--- src/rtl/pa2d_pkg.sv ---
// ============================================================================
// pa2d_pkg - shared types and constants for the polynomial atan2 block
// Holds the fixed-point formats, the degree-scaled polynomial coefficients,
// the side-band word that rides along the divider, and the rounding helper.
// ============================================================================
package pa2d_pkg;

  // Ratio of the smaller to the larger magnitude, unsigned Q1.16.
  localparam int RATIO_BITS = 16;
  localparam int RATIO_W    = RATIO_BITS + 1;
  // One restoring step per quotient bit, from bit 16 down to bit 0.
  localparam int DIV_STAGES = RATIO_BITS + 1;

  // Internal angles carry 16 fraction bits of a degree.
  localparam int ANG_FRAC = 16;
  // Horner accumulator, product and reflected angle widths.
  localparam int ACC_W  = 24;
  localparam int PROD_W = ACC_W + RATIO_W + 1;
  localparam int ANG_W  = 26;

  // Coefficients of the odd polynomial in units of 2^-16 degree.
  localparam logic signed [ACC_W-1:0] COEF_P1 =  24'sd3754140;
  localparam logic signed [ACC_W-1:0] COEF_P3 = -24'sd1223390;
  localparam logic signed [ACC_W-1:0] COEF_P5 =  24'sd584188;
  localparam logic signed [ACC_W-1:0] COEF_P7 = -24'sd166443;

  localparam logic signed [ANG_W-1:0] DEG90  = 26'sd5898240;
  localparam logic signed [ANG_W-1:0] DEG180 = 26'sd11796480;

  // Octant and quadrant information that follows a word down the pipe.
  typedef struct packed {
    logic x_neg;
    logic y_neg;
    logic steep;
    logic zero;
  } pa2d_side_t;

  // Arithmetic shift right by s, rounding to nearest with ties away from zero.
  function automatic logic signed [63:0] rnd_shift(input logic signed [63:0] v,
                                                   input int unsigned s);
    logic signed [63:0] half;
    half = (s == 0) ? 64'sd0 : (64'sd1 <<< (s - 1));
    if (s == 0) begin
      rnd_shift = v;
    end else if (v < 0) begin
      rnd_shift = (v + half - 64'sd1) >>> s;
    end else begin
      rnd_shift = (v + half) >>> s;
    end
  endfunction

endpackage

--- src/rtl/pa2d_div.sv ---
// ============================================================================
// pa2d_div - pipelined restoring divider for the octant ratio
// Forms floor(num * 2^16 / den) for num <= den, one quotient bit per stage,
// and carries the side-band word along with each quotient.
// ============================================================================
module pa2d_div #(
  parameter int INPUT_WIDTH = 16
) (
  input  logic                                clk,
  input  logic                                rst_n,
  input  logic                                up_valid,
  output logic                                up_stall,
  input  logic [INPUT_WIDTH-1:0]              up_num,
  input  logic [INPUT_WIDTH-1:0]              up_den,
  input  pa2d_pkg::pa2d_side_t                up_side,
  output logic                                dn_valid,
  input  logic                                dn_stall,
  output logic [pa2d_pkg::RATIO_W-1:0]        dn_quot,
  output pa2d_pkg::pa2d_side_t                dn_side
);
  import pa2d_pkg::*;

  localparam int W = INPUT_WIDTH;

  logic [DIV_STAGES-1:0] vld_r;
  logic [DIV_STAGES:0]   rdy;
  logic [W-1:0]          rem_r  [DIV_STAGES];
  logic [W-1:0]          den_r  [DIV_STAGES];
  logic [RATIO_W-1:0]    quo_r  [DIV_STAGES];
  pa2d_side_t            side_r [DIV_STAGES];

  logic [W:0]            src_rem  [DIV_STAGES];
  logic [W-1:0]          src_den  [DIV_STAGES];
  logic [RATIO_W-1:0]    src_quo  [DIV_STAGES];
  pa2d_side_t            src_side [DIV_STAGES];
  logic [DIV_STAGES-1:0] src_vld;
  logic [W:0]            diff     [DIV_STAGES];
  logic [DIV_STAGES-1:0] sub_ok;

  // Each stage compares the partial remainder with the divisor; the first
  // stage sees the numerator unshifted, the rest see the remainder doubled.
  always_comb begin
    for (int i = 0; i < DIV_STAGES; i++) begin
      if (i == 0) begin
        src_rem[i]  = {1'b0, up_num};
        src_den[i]  = up_den;
        src_quo[i]  = '0;
        src_side[i] = up_side;
        src_vld[i]  = up_valid;
      end else begin
        src_rem[i]  = {rem_r[i-1], 1'b0};
        src_den[i]  = den_r[i-1];
        src_quo[i]  = quo_r[i-1];
        src_side[i] = side_r[i-1];
        src_vld[i]  = vld_r[i-1];
      end
      sub_ok[i] = src_rem[i] >= {1'b0, src_den[i]};
      diff[i]   = src_rem[i] - {1'b0, src_den[i]};
    end
  end

  // A stage may load when it is empty or its successor moves.
  always_comb begin
    rdy[DIV_STAGES] = !dn_stall;
    for (int i = DIV_STAGES - 1; i >= 0; i--) begin
      rdy[i] = !vld_r[i] || rdy[i+1];
    end
  end

  always_ff @(posedge clk) begin
    for (int i = 0; i < DIV_STAGES; i++) begin
      if (!rst_n) begin
        vld_r[i] <= 1'b0;
      end else if (rdy[i]) begin
        vld_r[i] <= src_vld[i];
      end
    end
  end

  always_ff @(posedge clk) begin
    for (int i = 0; i < DIV_STAGES; i++) begin
      if (rdy[i]) begin
        rem_r[i]  <= sub_ok[i] ? diff[i][W-1:0] : src_rem[i][W-1:0];
        den_r[i]  <= src_den[i];
        quo_r[i]  <= {src_quo[i][RATIO_W-2:0], sub_ok[i]};
        side_r[i] <= src_side[i];
      end
    end
  end

  assign up_stall = !rdy[0];
  assign dn_valid = vld_r[DIV_STAGES-1];
  assign dn_quot  = quo_r[DIV_STAGES-1];
  assign dn_side  = side_r[DIV_STAGES-1];

endmodule

--- config.mk ---
export PLATFORM = sky130hd
export DESIGN_NAME = pa2d_div
export DESIGN_NICKNAME = d
export VERILOG_FILES = /design/src/rtl/pa2d_pkg.sv /design/src/rtl/pa2d_div.sv
export SDC_FILE = /design/constraint.sdc
export NUM_CORES = 1
export LEC_CHECK = 0
export ABC_CLOCK_PERIOD_IN_PS = 4400
export BUFFER_PORTS_ARGS = -buffer_cell sky130_fd_sc_hd__clkbuf_2
export CORE_MARGIN = 1.5
export CORE_UTILIZATION = 58
export DETAILED_ROUTE_END_ITERATION = 6
export MAX_ROUTING_LAYER = met4
export PLACE_DENSITY = 0.81
export REMOVE_ABC_BUFFERS = 1
export SETUP_SLACK_MARGIN = 0.15
export SLEW_MARGIN = 30
export SYNTH_ARGS = -nofsm -noshare
export SYNTH_HDL_FRONTEND = slang
export SYNTH_SLANG_ARGS = --single-unit
--- constraint.sdc ---
create_clock -name clk -period 4.4 [get_ports clk]
set_clock_uncertainty 0.15 [all_clocks]
set_input_delay 0.22 -clock clk [delete_from_list [all_inputs] [get_ports clk]]
set_output_delay 0.22 -clock clk [all_outputs]
set_load 0.01 [all_outputs]
==> impl_summary.txt <==
----------------------------------------------------
[Die]
  Floorplan die area ... 69100 um2
  Core area ... 67000 um2
  Total number of placement rows ... 95
  DIE HEIGHT ... 263 um
  Die outline width ... 263 um
  I/O pin total ... 63
  Initial Util ... 58.4%

[Yosys]
  Synthesized area per cell ... 12.7 um2
  Portion of synthesized cell area occupied by the leading cell type ... 56.2%
  Library cell with the largest summed area after synthesis ... edfxtp_1
  Share of async-settable or async-resettable flops after synthesis ... 0%
  Area contributors post-synth ... edfxtp_1, ha_1, mux2_2
  Share of synthesized area occupied by flip-flops and latches ... 57.1%
  Summed instance area of the synthesized netlist ... 39100 um2
  Gate count of the mapped netlist ... 3079
  Number of enable flip-flop cells after synthesis ... 733
  Count of warnings emitted by yosys ... 0
  Number of unique standard cell types used by synthesis ... 88
  Count of state elements after synthesis ... 750
  Primary flip-flop cell chosen by synthesis mapping ... edfxtp_1

[Hold path]
  Kind of path behind the tightest hold check ... in -> reg
  Hold Path Stages ... 2
  Startpoint of the most critical hold path ... up_side[2]
  Hold Crit Endpoint ... side_r[0][2]$_DFFE_PP_

[Placement]
  Placer congestion estimate ... 0.947
  Pre-CTS setup slack ... 0.927 ns
  Number of I/O port buffers ... 62
  Cell count after placement ... 3982
  Total cell area at the placement stage ... 40300 um2
  Post-DP HPWL ... 60.6 mm

[Cells and area]
  Post-synthesis to final-layout area growth ... 10.6%
  Final design instance area without fill ... 43300 um2
  Filler-free cell count of the finished design ... 4169
  Post-route core utilization ... 64.6%
  Post-layout net count ... 3558
  Diode insertion count for antenna repair ... 0
  Commonest non-fill, non-tap cells in the layout ... edfxtp_1, inv_1, ha_1
  Ratio of cells with drive above 1 in the final layout ... 13.1%
  Most common cell after layout, fill and taps aside ... edfxtp_1

[Clocking]
  Number of clock buffers inserted by TritonCTS ... 79
  Maximum buffer depth of the clock tree ... 3
  Clk pin slew, worst setup/hold paths ... 0.06 ns
  Sinks on the clock net ... 750
  Post-CTS Setup Bufs ... 0
  Maximum level of the CTS H-tree ... 3
  Clock insertion delay at the later pin of the skew report ... 0.64 ns
  Root Buffer Master ... clkbuf_16
  TritonCTS clock tree ... done

[Timing]
  Final Slew Violations ... 0
  Time the worst path needs with I/O delays and setup ... 3.53 ns
  Worst Max-Slew Pin Slew ... 0.942 ns
  Share of the clock period used by the worst path after layout ... 80.2%
  Setup total negative slack ... 0 ns
  Unrepaired setup endpoints after global routing ... false
  Hold Violations, Final ... 0
  Worst hold slack ... 0.154 ns
  Final setup violating endpoints ... 0
  Final setup margin ... 0.870 ns
  Normalized max-slew margin ... 36.9%
  Achievable clock frequency ... 283 MHz

[Pwr]
  Final Total Pwr ... 31.3 mW
  Worst ir drop on vdd ... 0.000356 V
  Power Dens Cells ... 723 nW/um2
  Leakage power figure ... 17.7 nW

[Critical path]
  Critical path data arrival time ... 3.16 ns
  Origin of the critical flop-to-flop path ... den_r[0][81]$_DFFE_PP_
  R2r endpoint ... rem_r[0][102]$_DFFE_PP_
  Setup CP Type ... reg -> out
  Endpoint required time on the critical path ... 4.03 ns
  Slack of the worst reg-to-reg path ... 0.91 ns
  Type of origin of the critical path ... flop
  Number of cells on the worst reg-to-reg path ... 9
  Worst Setup End Kind ... output pin
  CP max FO ... 48

[Outcome]
  Run status ... finished, final reports clean

[Detailed routing]
  Number of vias per cell ... 5.88
  Number of vias in the routed layout ... 24515
  Number of nets with antenna violations after routing ... 0
  Number of search-and-repair iterations in the first detailed-routing pass ... 5
  Iteration-0 DRC Markers ... 1921
  Total wire length ... 82.3 mm
  DRC violations left ... 0
  Detailed-route wire length per cell ... 19.7 um

[Flow run]
  Max-cap violation count ... 0

[Global route]
  GRT Util Overall ... 24.6%
  Vias in the first global route ... 24773
  Number of antenna violations at the first check in global routing ... 0
  Overflow left after global routing ... 0
  Largest net degree at the start of global routing ... 52
  First-pass GRT wire length ... 131 mm

----------------------------------------------------
## repair_timing
action,CTS,global route
resized for setup,0,0
hold buffers,41,0
endpoints found under the hold margin,62,0
## synth_stat cells (9+ instances only)
cell and instances:
nor2b_1 52, a21boi_0 15, mux2_2 175, xnor2_1 112, a211oi_1 13, o21a_1 74, and2_1 19, nand2_1 120
and3_1 11, edfxtp_1 733, nor2_1 162, ha_1 271, dfxtp_1 17, o31ai_1 11, buf_6 11, mux2_4 12
a311o_1 9, mux2i_1 28, a211o_1 19, o21ai_1 10, nand2b_1 27, o21ai_0 128, or3_1 12, nand4_1 24
a2111oi_0 14, xor2_1 45, a21oi_1 151, a31oi_1 23, inv_1 358, buf_4 26, o31a_1 12, o21bai_1 26
nor3_1 53, buf_2 9, nand3_1 55, nor4_1 16, a21o_1 64, fa_1 16
## worst max-delay path by stage
stage | from | endpoint | slack (ns) | cells after the start
finish | vld_r[14]$_SDFFE_PN0P_ | up_stall | 0.87 | 8
global route | vld_r[14]$_SDFFE_PN0P_ | up_stall | 0.60 | 8
CTS | vld_r[14]$_SDFFE_PN0P_ | up_stall | 0.83 | 8
detailed placement | den_r[0][97]$_DFFE_PP_ | rem_r[0][116]$_DFFE_PP_ | 0.93 | 9
global placement | den_r[0][81]$_DFFE_PP_ | rem_r[0][102]$_DFFE_PP_ | 0.97 | 9
floorplan | vld_r[16]$_SDFFE_PN0P_ | den_r[0][64]$_DFFE_PP_ | -0.34 | 7
## kinds of logic (layout without fill, tap and decap cells)
family	count (synthesis)	count (layout)	share of synthesized area (%)
AOI/OAI and AO/OA	668	668	11.7
buffers and inverters	406	623	4.38
muxes	218	218	6.30
DFF	750	750	57.1
adders and majority gates	287	287	9.48
and+or+nand+nor	593	593	7.56
xor gates and xnor gates	157	157	3.51
## worst max-delay path, stage by stage, from the launching register on
cell	delay (ns)
dfxtp_1	0.44
nand4_1	0.12
nor2_1	0.28
and3_1	0.40
clkinv_1	0.13
buf_4	0.32
nor2_1	0.35
and3_1	0.30
clkbuf_2	0.17
## layout make-up
cell class	instances	area (um2)
Tap cell	873	1090
Inverter	358	1340
Clock inverter	45	452
Clock buffer	101	2080
Sequential cell	750	22400
Fill cell	4805	23700
Multi-Input combinational cell	1923	15100
Timing Repair Buffer	119	841
## flip-flops by register name, indices dropped and copies added, names as in the netlist
signal and cells:
rem_r 256, side_r 68, vld_r 17, quo_r 153, den_r 256
## where the power goes
group	leakage (nW)	internal, mW	switching [mW]
clock network	1.22	3.68	2.78
registers	7.77	10.7	1.22
logic	8.74	6.21	6.67
total	17.7	20.6	10.7
## layer usage
layer	part of all wire, %	global-route usage (%)	vias to the layer above
met5	0	-	-
met1	43	31.0	11983
met3	4.9	3.47	158
li1	-	-	11714
met2	49	41.6	660
met4	2.6	7.29	0
Power figures use the tool's default switching activity.
